## config.mk

```make
export PLATFORM = sky130hd
export DESIGN_NAME = fan_compressor_interlock_timer_flat
export DESIGN_NICKNAME = d
export VERILOG_FILES = /design/src/sv/fcit_pkg.sv /design/src/sv/fcit_if.sv /design/src/sv/fcit_core.sv /design/src/sv/fan_compressor_interlock_timer.sv /design/src/flat_wrapper.sv
export VERILOG_INCLUDE_DIRS = /design/src /design/src/sv
export SDC_FILE = /design/constraint.sdc
export NUM_CORES = 1
export LEC_CHECK = 0
export BUFFER_PORTS_ARGS = -buffer_cell sky130_fd_sc_hd__buf_2
export CORE_MARGIN = 4
export CORE_UTILIZATION = 61
export DETAILED_ROUTE_END_ITERATION = 6
export PLACE_DENSITY = 0.82
export SLEW_MARGIN = 20
export SYNTH_ARGS = -nofsm -noshare
export SYNTH_HDL_FRONTEND = slang
export SYNTH_SLANG_ARGS = --single-unit
```

## constraint.sdc

```tcl
create_clock -name clk_i -period 7.5 [get_ports clk_i]
set_input_delay 1.5 -clock clk_i [delete_from_list [all_inputs] [get_ports clk_i]]
set_output_delay 1.5 -clock clk_i [all_outputs]
set_load 0.01 [all_outputs]
```

## src/sv/fan_compressor_interlock_timer_macros.svh

```systemverilog
// Assertion macros for the fan/compressor interlock timer.
// Included by the RTL files that carry concurrent checks; no other dependencies.
`ifndef FAN_COMPRESSOR_INTERLOCK_TIMER_MACROS_SVH
`define FAN_COMPRESSOR_INTERLOCK_TIMER_MACROS_SVH

`ifndef SYNTHESIS
// Check that is switched off while reset is asserted.
`define FCIT_ASSERT(lbl, clk, rst_n, prop, msg) \
  lbl: assert property (@(posedge clk) disable iff (!rst_n) prop) else $error(msg);
// Check that is evaluated during reset too.
`define FCIT_ASSERT_ALWAYS(lbl, clk, prop, msg) \
  lbl: assert property (@(posedge clk) prop) else $error(msg);
`else
`define FCIT_ASSERT(lbl, clk, rst_n, prop, msg)
`define FCIT_ASSERT_ALWAYS(lbl, clk, prop, msg)
`endif

`endif

```

## src/sv/fcit_pkg.sv

```systemverilog
// Shared types and constants for the fan/compressor interlock timer.
// No dependencies; imported by the interfaces' users, the core and the top level.
package fcit_pkg;

  localparam int unsigned TimerW = 16;

  // command codes
  typedef enum logic [1:0] {
    OP_TICK     = 2'd0,
    OP_FAN      = 2'd1,
    OP_COMP     = 2'd2,
    OP_FAN_HOLD = 2'd3
  } op_e;

  // compressor request codes
  localparam logic [1:0] COMP_REQ_OFF = 2'd0;
  localparam logic [1:0] COMP_REQ_ON  = 2'd1;
  localparam logic [1:0] FAN_OFF      = 2'd0;

  // register indexes
  localparam logic [1:0] REG_FAN_SWITCH_HOLD = 2'd0;
  localparam logic [1:0] REG_RESTART_DELAY   = 2'd1;
  localparam logic [1:0] REG_MIN_RUN         = 2'd2;
  localparam logic [1:0] REG_FAN_RUN_HOLD    = 2'd3;

  // register reset values, in ticks
  localparam logic [TimerW-1:0] FanSwitchHoldRst = 16'd2000;
  localparam logic [TimerW-1:0] RestartDelayRst  = 16'd30000;
  localparam logic [TimerW-1:0] MinRunRst        = 16'd15000;
  localparam logic [TimerW-1:0] FanRunHoldRst    = 16'd30000;

  typedef struct packed {
    logic [TimerW-1:0] fan_switch_hold;
    logic [TimerW-1:0] restart_delay;
    logic [TimerW-1:0] min_run;
    logic [TimerW-1:0] fan_run_hold;
  } cfg_t;

  typedef struct packed {
    logic [TimerW-1:0] fan_switch_left;
    logic [TimerW-1:0] restart_left;
    logic [TimerW-1:0] min_run_left;
    logic [TimerW-1:0] fan_hold_left;
    logic              comp_on;
    logic [1:0]        fan;
  } state_t;

  typedef struct packed {
    logic [1:0] fan_speed;
    logic       compressor_on;
    logic       accepted;
  } result_t;

endpackage

```

## src/sv/fcit_if.sv

```systemverilog
// Valid/ready stream interfaces for the command and result channels.
// Standalone; payload widths follow the command and result fields.
interface fcit_in_if;
  logic       valid;
  logic       ready;
  logic [1:0] op;
  logic [1:0] value;

  modport source (output valid, output op, output value, input ready);
  modport sink   (input valid, input op, input value, output ready);
endinterface

interface fcit_out_if;
  logic       valid;
  logic       ready;
  logic [1:0] fan_speed;
  logic       compressor_on;
  logic       accepted;

  modport source (output valid, output fan_speed, output compressor_on, output accepted,
                  input ready);
  modport sink   (input valid, input fan_speed, input compressor_on, input accepted,
                  output ready);
endinterface

```

## src/sv/fcit_core.sv

```systemverilog
// Next-state and result logic for one command of the interlock timer.
// Depends on fcit_pkg; purely combinational, the top level holds the state.
module fcit_core (
  input  fcit_pkg::state_t  state_i,
  input  fcit_pkg::cfg_t    cfg_i,
  input  logic [1:0]        op_i,
  input  logic [1:0]        value_i,
  output fcit_pkg::state_t  state_o,
  output fcit_pkg::result_t result_o
);
  import fcit_pkg::*;

  logic fan_switch_zero;
  logic restart_zero;
  logic min_run_zero;
  logic fan_hold_zero;
  logic ok;

  assign fan_switch_zero = (state_i.fan_switch_left == '0);
  assign restart_zero    = (state_i.restart_left == '0);
  assign min_run_zero    = (state_i.min_run_left == '0);
  assign fan_hold_zero   = (state_i.fan_hold_left == '0);

  always_comb begin
    state_o = state_i;
    ok      = 1'b0;
    case (op_e'(op_i))
      OP_TICK: begin
        // saturating countdown of every timer
        if (!fan_switch_zero) state_o.fan_switch_left = state_i.fan_switch_left - 1'b1;
        if (!restart_zero)    state_o.restart_left    = state_i.restart_left - 1'b1;
        if (!min_run_zero)    state_o.min_run_left    = state_i.min_run_left - 1'b1;
        if (!fan_hold_zero)   state_o.fan_hold_left   = state_i.fan_hold_left - 1'b1;
      end
      OP_FAN: begin
        if (value_i == FAN_OFF) begin
          if (fan_hold_zero && !state_i.comp_on) begin
            state_o.fan = FAN_OFF;
            ok          = 1'b1;
          end
        end else if (fan_switch_zero) begin
          state_o.fan_switch_left = cfg_i.fan_switch_hold;
          state_o.fan             = value_i;
          ok                      = 1'b1;
        end
      end
      OP_COMP: begin
        if (value_i == COMP_REQ_OFF) begin
          // off while already off still restarts the delay
          if (min_run_zero) begin
            state_o.comp_on      = 1'b0;
            state_o.restart_left = cfg_i.restart_delay;
            ok                   = 1'b1;
          end
        end else if (value_i == COMP_REQ_ON) begin
          if (!state_i.comp_on && restart_zero) begin
            state_o.comp_on      = 1'b1;
            state_o.min_run_left = cfg_i.min_run;
            ok                   = 1'b1;
          end
        end
      end
      OP_FAN_HOLD: begin
        if (fan_hold_zero) begin
          state_o.fan_hold_left = cfg_i.fan_run_hold;
          ok                    = 1'b1;
        end
      end
      default: begin
        ok = 1'b0;
      end
    endcase
  end

  assign result_o.fan_speed     = state_o.fan;
  assign result_o.compressor_on = state_o.comp_on;
  assign result_o.accepted      = ok;

endmodule

```

## src/sv/fan_compressor_interlock_timer.sv

```systemverilog
// Fan/compressor interlock timer: config registers, state, result buffering.
// Depends on fcit_pkg, fcit_if.sv, fcit_core and the assertion macro header.
//
// Usage:
//   Commands enter on in_ch (op, value); each transfer yields exactly one
//   result on out_ch (fan_speed, compressor_on, accepted), in order.
//   op 0 is a one-millisecond tick that counts every nonzero timer down;
//   ops 1..3 set fan speed, request the compressor, or start the fan run hold.
//   The result is registered: it enters the result register, or the skid entry while the output is stalled.
//   Throughput: one command per cycle while the skid entry is empty; the state update is a single pass of
//   compare/decrement/load logic between the state registers.
//   A result register plus one skid entry sit on the output: a stalled
//   receiver is absorbed by the skid entry, and in_ch.ready drops only while
//   that entry is full. No result is dropped or repeated.
//   Reset (rst_ni low, asynchronous) clears all timers, turns fan and
//   compressor off, empties the output buffer and loads the default hold
//   times into the four registers (APB, byte addresses 0, 4, 8, 12).
//   Registers must be written only while no command is in flight; the block itself does not enforce it.
`include "fan_compressor_interlock_timer_macros.svh"

module fan_compressor_interlock_timer (
  input  logic        clk_i,
  input  logic        rst_ni,
  input  logic        psel,
  input  logic        penable,
  input  logic        pwrite,
  input  logic [3:0]  paddr,
  input  logic [31:0] pwdata,
  output logic [31:0] prdata,
  output logic        pready,
  fcit_in_if.sink     in_ch,
  fcit_out_if.source  out_ch
);
  import fcit_pkg::*;

  cfg_t    cfg_q;
  state_t  state_q, state_d;
  result_t res;
  result_t out_q, skid_q;
  logic    out_v_q, skid_v_q;
  logic    in_fire, out_fire, cfg_wr;
  logic [1:0] reg_idx;

  // ---------------- configuration port ----------------
  assign pready  = 1'b1;
  assign reg_idx = paddr[3:2];
  assign cfg_wr  = psel && penable && pwrite && pready;

  always_ff @(posedge clk_i or negedge rst_ni) begin
    if (!rst_ni) begin
      cfg_q.fan_switch_hold <= FanSwitchHoldRst;
      cfg_q.restart_delay   <= RestartDelayRst;
      cfg_q.min_run         <= MinRunRst;
      cfg_q.fan_run_hold    <= FanRunHoldRst;
    end else if (cfg_wr) begin
      case (reg_idx)
        REG_FAN_SWITCH_HOLD: cfg_q.fan_switch_hold <= pwdata[TimerW-1:0];
        REG_RESTART_DELAY:   cfg_q.restart_delay   <= pwdata[TimerW-1:0];
        REG_MIN_RUN:         cfg_q.min_run         <= pwdata[TimerW-1:0];
        REG_FAN_RUN_HOLD:    cfg_q.fan_run_hold    <= pwdata[TimerW-1:0];
        default: begin
        end
      endcase
    end
  end

  always_comb begin
    case (reg_idx)
      REG_FAN_SWITCH_HOLD: prdata = {16'd0, cfg_q.fan_switch_hold};
      REG_RESTART_DELAY:   prdata = {16'd0, cfg_q.restart_delay};
      REG_MIN_RUN:         prdata = {16'd0, cfg_q.min_run};
      REG_FAN_RUN_HOLD:    prdata = {16'd0, cfg_q.fan_run_hold};
      default:             prdata = '0;
    endcase
  end

  // ---------------- command processing ----------------
  assign in_ch.ready = !skid_v_q;
  assign in_fire     = in_ch.valid && in_ch.ready;
  assign out_fire    = out_v_q && out_ch.ready;

  fcit_core u_core (
    .state_i  (state_q),
    .cfg_i    (cfg_q),
    .op_i     (in_ch.op),
    .value_i  (in_ch.value),
    .state_o  (state_d),
    .result_o (res)
  );

  always_ff @(posedge clk_i or negedge rst_ni) begin
    if (!rst_ni) begin
      state_q <= '0;
    end else if (in_fire) begin
      state_q <= state_d;
    end
  end

  // result register with one skid entry behind it
  always_ff @(posedge clk_i or negedge rst_ni) begin
    if (!rst_ni) begin
      out_v_q  <= 1'b0;
      skid_v_q <= 1'b0;
    end else if (!out_v_q || out_fire) begin
      out_v_q  <= skid_v_q || in_fire;
      skid_v_q <= 1'b0;
    end else if (in_fire) begin
      skid_v_q <= 1'b1;
    end
  end

  always_ff @(posedge clk_i) begin
    if (!out_v_q || out_fire) begin
      out_q <= skid_v_q ? skid_q : res;
    end
    if (in_fire) begin
      skid_q <= res;
    end
  end

  assign out_ch.valid         = out_v_q;
  assign out_ch.fan_speed     = out_q.fan_speed;
  assign out_ch.compressor_on = out_q.compressor_on;
  assign out_ch.accepted      = out_q.accepted;

  // ---------------- checks ----------------
  `FCIT_ASSERT(a_skid_behind_out, clk_i, rst_ni, skid_v_q |-> out_v_q, "skid full, output empty")
  `FCIT_ASSERT(a_comp_on_after_delay, clk_i, rst_ni,
               $rose(state_q.comp_on) |-> $past(state_q.restart_left == '0),
               "compressor started during restart delay")
  `FCIT_ASSERT(a_comp_off_after_run, clk_i, rst_ni,
               $fell(state_q.comp_on) |-> $past(state_q.min_run_left == '0),
               "compressor stopped before minimum run")
  `FCIT_ASSERT(a_fan_switch_hold, clk_i, rst_ni,
               ((state_q.fan != $past(state_q.fan)) && (state_q.fan != FAN_OFF))
                 |-> $past(state_q.fan_switch_left == '0),
               "fan speed changed during switch hold")
  `FCIT_ASSERT_ALWAYS(a_reset_empty, clk_i, !rst_ni |-> (!out_v_q && !skid_v_q),
                      "output buffer not empty in reset")

endmodule

```

## src/flat_wrapper.sv

```systemverilog
// flat-port wrapper written by rule: the top's interface ports become plain ports
module fan_compressor_interlock_timer_flat import fcit_pkg::*;
  (clk_i, rst_ni, psel, penable, pwrite, paddr, pwdata, prdata, pready, in_ch_valid, in_ch_op, in_ch_value, in_ch_ready, out_ch_valid, out_ch_fan_speed, out_ch_compressor_on, out_ch_accepted, out_ch_ready);
  fcit_in_if in_ch_i ();
  fcit_out_if out_ch_i ();
  input  logic clk_i;
  input  logic rst_ni;
  input  logic psel;
  input  logic penable;
  input  logic pwrite;
  input  logic [3:0] paddr;
  input  logic [31:0] pwdata;
  output logic [31:0] prdata;
  output logic pready;
  input wire logic [$bits(in_ch_i.valid)-1:0] in_ch_valid;
  input wire logic [$bits(in_ch_i.op)-1:0] in_ch_op;
  input wire logic [$bits(in_ch_i.value)-1:0] in_ch_value;
  output wire logic [$bits(in_ch_i.ready)-1:0] in_ch_ready;
  output wire logic [$bits(out_ch_i.valid)-1:0] out_ch_valid;
  output wire logic [$bits(out_ch_i.fan_speed)-1:0] out_ch_fan_speed;
  output wire logic [$bits(out_ch_i.compressor_on)-1:0] out_ch_compressor_on;
  output wire logic [$bits(out_ch_i.accepted)-1:0] out_ch_accepted;
  input wire logic [$bits(out_ch_i.ready)-1:0] out_ch_ready;
  assign in_ch_i.valid = in_ch_valid;
  assign in_ch_i.op = in_ch_op;
  assign in_ch_i.value = in_ch_value;
  assign in_ch_ready = in_ch_i.ready;
  assign out_ch_valid = out_ch_i.valid;
  assign out_ch_fan_speed = out_ch_i.fan_speed;
  assign out_ch_compressor_on = out_ch_i.compressor_on;
  assign out_ch_accepted = out_ch_i.accepted;
  assign out_ch_i.ready = out_ch_ready;
  fan_compressor_interlock_timer u_core (.clk_i(clk_i), .rst_ni(rst_ni), .psel(psel), .penable(penable), .pwrite(pwrite), .paddr(paddr), .pwdata(pwdata), .prdata(prdata), .pready(pready), .in_ch(in_ch_i), .out_ch(out_ch_i));
endmodule
```

---- Word-level counts from Yosys, hierarchy flattened ----
Cells that the tools add are included.
Widths: inputs -> output; s select.
word-level totals
  flip-flop bits (word level) ............. 141
  bits of input ports ..................... 47
  output and inout port bits .............. 39
  logic and storage cells ................. 108
operators by class
  add/subtract/negate cells ............... 4
  eq/ne operators ......................... 19
  muxes and demuxes ....................... 37
  reductions and logical operators ........ 30
operators with widths
  operator               count
  $mux 16                12
  $pmux 32 s4            1
  $logic_not 16->1       4
  $pmux 16 s2            2
  $pmux 32 s2            1
  $sub 16x1->16 const B  4
  $ne 2x2->1 const B     12
  $mux 1                 15
  $reduce_and 5->1       2
  $eq 2x2->1 const B     4
  $mux 2                 4
  $reduce_and 2->1       4
  $reduce_bool 2->1      4
  $eq 2x1->1 const B     3
  $logic_and 1x1->1      6
  $logic_not 2->1        3
  $reduce_and 6->1       1
  $mux 4                 1
  $reduce_and 4->1       1
  $logic_not 1->1        3
  $pmux 1 s3             1
  $logic_or 1x1->1       2

---- Logic depth before layout (Yosys ltp) ----
Gate-level depths: netlist (run 1).
  depth in word-level cells ............... 7
  depth in mapped cells ................... 9
  depth with buffers taken out ............ 7

---- Hierarchy ----
A second synthesis (run 1) with hierarchy kept.
unflattened totals
  cell total of the unflattened synthesis .. 813
  area total of the unflattened synthesis .. 8901.0 um^2
by module, submodules not included
  module                          instances  cells an instance  area each (um^2)  seq. area each (um^2)
  fan_compressor_interlock_timer  1          340                5859.4            3602.2
  fcit_core                       1          473                3041.7            0.0

---- Worst setup path after synthesis (run 1) ----
Ideal clock, no wire load.
  path type ............................... in2out
  from .................................... in paddr[2]
  to ...................................... out prdata[10]
  data arrival time ....................... 3044 ps
  slack ................................... 2956 ps
  stages .................................. 3
  buffers on the path ..................... 2
  cell sequence ........................... clkbuf_1 -> buf_1 -> mux4_2
between the ends
  longest elaborated chain between the ends .. 2
RTL lines
  what                                RTL line                              RTL
  start, declared                     flat_wrapper.sv:11                    input logic [3:0] paddr;
  $eq 2x2->1 (tied with other cells)  fan_compressor_interlock_timer.sv:68  case (reg_idx)
  $pmux 32 s4 (*)                     fan_compressor_interlock_timer.sv:68
  end, declared                       flat_wrapper.sv:13                    output logic [31:0] prdata;
Every way passes the cells marked *; elsewhere a longest branch is shown, timed or not. The select of a mux whose other input is x is not followed.

---- Worst setup path in the final report (run 1) ----
  from .................................... in paddr[2]
  to ...................................... out prdata[15]
The elaborated chain is that of the path after synthesis.

==> results.json, run 1 <==
{
  "io_buffers": 50,
  "skew_ns": 0.00678,
  "n_antenna_cell": 0,
  "yosys_register_bits": 141,
  "drt-wirelength-per-cell_um": 21.6,
  "rows": 41,
  "final-seq-area_sq_um": 3600,
  "status": "complete, no violations",
  "critPathKind": "primary input to output port",
  "cts.htree.levels": 4,
  "netlist_area_sq_um": 8030,
  "maxCapViolCount": 0,
  "synth_area_leaders": "dfrtp_1 33%, mux2_2 9.1%, dfstp_2 8.8%",
  "cts-resized-gates": 0,
  "hold_start": "u_core.state_q[1]",
  "synthDistinctLibCells": 69,
  "routabilityCongestion": 0.925,
  "crit_path_start_kind": "primary input",
  "cts_tree": "done",
  "multi_input_area_sq_um": 4110,
  "finalCritPeriodShare_pct": 57.6,
  "gr-total-overflow": 0,
  "cp_common_cell": "buf_2",
  "ys_warn_count": 0,
  "synthTopCellsByCount": "106 x dfrtp_1, 78 x nor2_1, 65 x mux2_2, 45 x a21oi_1, 44 x o21ai_0",
  "synthFlopType": "dfrtp_1",
  "cp_slowest_stage_delay_ns": 0.62,
  "async_reset_ff_share_pct": 94.3,
  "cp.required_ns": 6.00,
  "power.density_nw_per_um2": 296,
  "yosysMostFrequentCell": "dfrtp_1",
  "p_leak_uw": 0.00355,
  "clk-insertion-delay-late_ns": 0.42,
  "synth_area_per_cell_sq_um": 10.2,
  "ys_seq_area_share_pct": 44.9,
  "track_usage_pct": 29.8,
  "die_area_sq_um": 15100,
  "dieWidth_um": 123,
  "cts_buffer_depth": 2,
  "r2r_start": "u_core.state_q[42]",
  "fmax_ghz": 0.231,
  "irDropWorstVdd_v": 0.000302,
  "grt_max_degree": 77,
  "area_growth_pct": 10.9,
  "hold_viol": 0,
  "synth_top_area_share_pct": 33.1,
  "hold_path_class": "flip-flop to flip-flop",
  "critical-path-top-delay-family": "buffers and inverters",
  "dp_slack_ns": 3.17,
  "synth_edf_count": 8,
  "crit_path_top_delay_cell": "mux4_2",
  "timing.critical_path.from": "paddr[2]",
  "fin_ws_ns": 3.18,
  "hold_slack_ns": 0.500,
  "fp.coreArea_sq_um": 12800,
  "reg2reg_slack_ns": 4.14,
  "r2r.worst_path.cells": 5,
  "final_antenna_net_count": 0,
  "numCtsBuffers": 17,
  "num_io_pins": 86,
  "nFillCells": 928,
  "clk_pin_slew_ns": 0.06,
  "viasPerCell": 6.79,
  "cts_setup_buffers": 0,
  "dp_hpwl_um": 15000,
  "reg2reg_to": "u_core.state_q[42]",
  "die_h_um": 123,
  "crit_chain": "buf_2 > mux4_2 > buf_2",
  "tightest_slew_ns": 1.10,
  "setup_tns_ns": 0,
  "drive_gt1_share_pct": 26.5,
  "cts_root_buf": "clkbuf_16",
  "drc": 0,
  "grt_pass1_vias": 6454,
  "cts_hold_buf": 0,
  "critPathMaxFanout": 19,
  "maxSlewViolCount": 0,
  "cp.arrival_ns": 2.82,
  "wirelength_um": 21600,
  "cts_sinks": 141,
  "drt_iter0_markers": 838,
  "yosys.area.top_type": "dfrtp_1",
  "crit_path_end_kind": "output port",
  "drt_first_pass_iters": 6,
  "via_count": 6788,
  "rsz0062_at_grt": "no",
  "max_slew_margin_pct": 26.5,
  "synth_cells": 785,
  "finalPower_uw": 2640,
  "whs_path_depth": 2,
  "period_needed_ns": 4.32,
  "antenna_found_initial": 0,
  "layout.nets": 868,
  "setup_violations": 0,
  "path_buf_inv": 2,
  "hold_end": "u_core.state_q[1]",
  "grt_first_pass_wirelength_um": 34400,
  "start_util_pct": 62.8
}
## cell type report
type,count,area share [%]
Inverter,20,0.844
Sequential cell,141,40.5
Clock inverter,6,0.675
Timing Repair Buffer,59,3.74
Clock buffer,26,5.61
Tap cell,172,2.42
Multi-Input combinational cell,575,46.2
## worst reg2reg max path, cell delays in order, from the launching register on
cell	delay [ns]
dfrtp_1	0.44
nor4_1	0.80
nand4_1	0.56
and2_1	0.36
nor2_1	0.85
o22a_1	0.29
## per-layer routing
layer / part of all wire (%) / global-route usage, %
met1: 42 / 41.0
met2: 46 / 46.0
met3: 8.2 / 7.00
met4: 4.0 / 11.8
met5: 0 / 0
## how the worst max path moves through the flow
stage | endpoint | slack [ns] | cells past startpoint
floorplan | prdata[10] | 2.96 | 3
global placement | prdata[12] | 3.20 | 3
detailed placement | prdata[11] | 3.17 | 3
CTS | prdata[11] | 3.16 | 3
global route | prdata[15] | 3.09 | 3
finish | prdata[15] | 3.18 | 3
## state kept, by name, indices dropped and copies added (netlist names)
name / count
u_core.cfg_q: 64
u_core.out_ch.accepted: 1
u_core.out_ch.compressor_on: 1
u_core.out_ch.fan_speed: 2
u_core.out_ch.valid: 1
u_core.skid_q: 4
u_core.skid_v_q: 1
u_core.state_q: 67
## cells in the final DEF, fill, tap and decap left out, drive strengths merged, types with 6 or more instances in the layout
cell type and instances:
dfrtp 106, nor2 78, mux2 65, buf 59, a21oi 51, o21ai 45, nand2 36, nor3 30
dfstp 27, nor4 26, clkbuf 26, inv 20, a31oi 19, conb 17, mux4 16, o32a 16
o22a 16, nand3 12, nand2b 10, nand4 10, o2bb2ai 9, and3 8, nor3b 8, edfxtp 8
or3 8, o21a 7, and2 7, o22ai 7, a211oi 7, a22oi 7, ha 7, or4 7
o221ai 6
## per-stage QoR
| stage | instances | cell area (sq um) | utilization (%) |
|---|---|---|---|
| 6_report | 999 | 8900 | 69.7 |
| 5_1_grt | 999 | 8900 | 69.7 |
| 4_1_cts | 998 | 8860 | 69.4 |
| 3_5_place_dp | 966 | 8310 | 65.0 |
| 3_3_place_gp | 966 | 8310 | 65.0 |
| 2_1_floorplan | 800 | 8080 | - |
## where the power goes
group	leakage (uW)	total [uW]	internal (uW)	switching, uW
registers	0.00165	1220	987	235
logic	0.00163	616	301	315
clock network	0.000270	797	490	308
total	0.00355	2640	1780	858
## logic make-up (layout without fill, tap and decap cells)
family                     count (synthesis)  after routing  synth area share, %
and+or+nand+nor                          254            254                 16.9
AOI/OAI and AO/OA                        214            214                 18.2
DFF                                      141            141                 44.9
buffers and inverters                     84            111                 4.96
muxes                                     83             83                 13.9
adders and majority gates                  7              7                 1.09
other                                      2             17               0.0936
(Power assumes the default switching activity.)
==> inputs of run 2 (changes only) <==
- CORE_UTILIZATION: 61 -> 60
- PLACE_DENSITY: 0.82 -> 0.81
- clock period: 7.5 -> 4.1 ns (I/O delays scaled with it)
==> run 2 against run 1 <==
  * Clock skew grew 0.0021 ns
  * Wire length grew 4.2%
  * Utilization up 0.19 points
  * Register-to-register slack got worse by 3.0 ns
  * Hold slack lost 0.11 ns
  * Sequential power up 84%
  * Count of clock-buffer cells in the layout fell by 7
  * Final area increased by 1.1%
  * Critical path type unchanged
==> results.json, run 2 (synthesis results as in run 1) <==
{
  "fp.coreArea_sq_um": 12900,
  "clk-insertion-delay-late_ns": 0.43,
  "cts_tree": "done",
  "antenna_found_initial": 0,
  "area_growth_pct": 12.1,
  "cts_hold_buf": 0,
  "skew_ns": 0.00885,
  "n_antenna_cell": 0,
  "drt_iter0_markers": 873,
  "status": "complete, no violations",
  "die_h_um": 124,
  "cts.htree.levels": 4,
  "final_cell_area_sq_um": 8990,
  "critPathMaxFanout": 19,
  "grt_pass1_vias": 6564,
  "die_area_sq_um": 15300,
  "postPlaceCellArea_sq_um": 8400,
  "cts_sinks": 141,
  "post-route-util_pct": 69.9,
  "cp.required_ns": 3.28,
  "power.density_nw_per_um2": 548,
  "setup_tns_ns": 0,
  "cp_slowest_stage_delay_ns": 0.61,
  "cts_setup_buffers": 0,
  "largestRegisters": "u_core.state_q: 67 flops, u_core.cfg_q: 64 flops, u_core.skid_q: 4 flops",
  "setup_violations": 0,
  "via_count": 6772,
  "crit_chain": "buf_2 > mux4_2 > buf_2",
  "fmax_ghz": 0.337,
  "max_slew_margin_pct": 32.6,
  "dp_slack_ns": 1.12,
  "hold_path_class": "primary input to asynchronous set/reset pin",
  "drt_first_pass_iters": 5,
  "nFillCells": 976,
  "cts-resized-gates": 0,
  "dp_hpwl_um": 15700,
  "tightest_slew_ns": 1.01,
  "gr-total-overflow": 0,
  "track_usage_pct": 30.7,
  "critPathKind": "primary input to output port",
  "numCtsBuffers": 17,
  "dieWidth_um": 124,
  "maxSlewViolCount": 0,
  "p_leak_uw": 0.00362,
  "cp_common_cell": "buf_2",
  "start_util_pct": 62.3,
  "fin_ws_ns": 1.13,
  "largest_reg_flops": 67,
  "drc": 0,
  "routabilityCongestion": 0.917,
  "layout.nets": 878,
  "period_needed_ns": 2.97,
  "grt_max_degree": 69,
  "viasPerCell": 6.71,
  "cts_root_buf": "clkbuf_16",
  "final_antenna_net_count": 0,
  "irDropWorstVdd_v": 0.000349,
  "top_register": "u_core.state_q",
  "drive_gt1_share_pct": 27.8,
  "grt_first_pass_wirelength_um": 35600,
  "rows": 41,
  "path_buf_inv": 2,
  "cts_buffer_depth": 2,
  "reg2reg_slack_ns": 1.13,
  "final_common_cell": "dfrtp_1",
  "drt-wirelength-per-cell_um": 22.3,
  "clk_pin_slew_ns": 0.06,
  "rsz0062_at_grt": "no",
  "wirelength_um": 22500,
  "crit_path_start_kind": "primary input",
  "num_io_pins": 86,
  "crit_path_end_kind": "output port",
  "maxCapViolCount": 0,
  "dp_cells": 977,
  "fin_cells": 1009,
  "finalCritPeriodShare_pct": 72.4,
  "hold_viol": 0,
  "mostFrequentLayoutCells": "106 x dfrtp_1, 77 x nor2_1, 65 x mux2_2",
  "cp.arrival_ns": 2.15,
  "io_buffers": 50,
  "crit_path_top_delay_cell": "mux4_2",
  "critical-path-top-delay-family": "buffers and inverters"
}
## run 2: power by group
part           switching, uW  internal, uW
clock network            617           914
registers                434          1800
logic                    589           568
total                   1640          3290
## run 2: cell type report
class                   instances  area (sq um)  share of cell area, %
inverters                      20          75.1                  0.835
clock buffers                  19           443                   4.92
well taps                     172           215                   2.39
multi-input cells             575          4110                   45.7
repair buffers                 69           408                   4.53
flip-flops and latches        141          3600                   40.0
clock inverters                13           138                   1.53
## run 2: per-stage QoR
| step | power (uW) | hold slack [ns] |
|---|---|---|
| after CTS | 4910 | 0.403 |
| after detailed placement | 3370 | 0.480 |
| after floorplan | 2940 | 0.450 |
| final | 4930 | 0.388 |
| after global routing | 5160 | 0.422 |
| after global placement | 3280 | 0.474 |
## run 2: path summary, 6_finish.rpt
path,cells after the start,start,to
max in group asynchronous,2,rst_ni,u_core.cfg_q[13]
min in group clk_i,2,u_core.state_q[1],u_core.state_q[1]
max,3,paddr[2],prdata[7]
max reg2reg,6,u_core.state_q[7],u_core.state_q[5]
min reg2reg,2,u_core.state_q[1],u_core.state_q[1]
min,1,rst_ni,u_core.out_ch.valid
## run 2: routing by layer
layer	GRT usage, %	vias to the layer above	wire length, um
li1	-	3027	-
met1	40.5	3348	9170
met2	47.9	341	10700
met3	8.36	56	2000
met4	13.4	0	693
met5	0	-	0
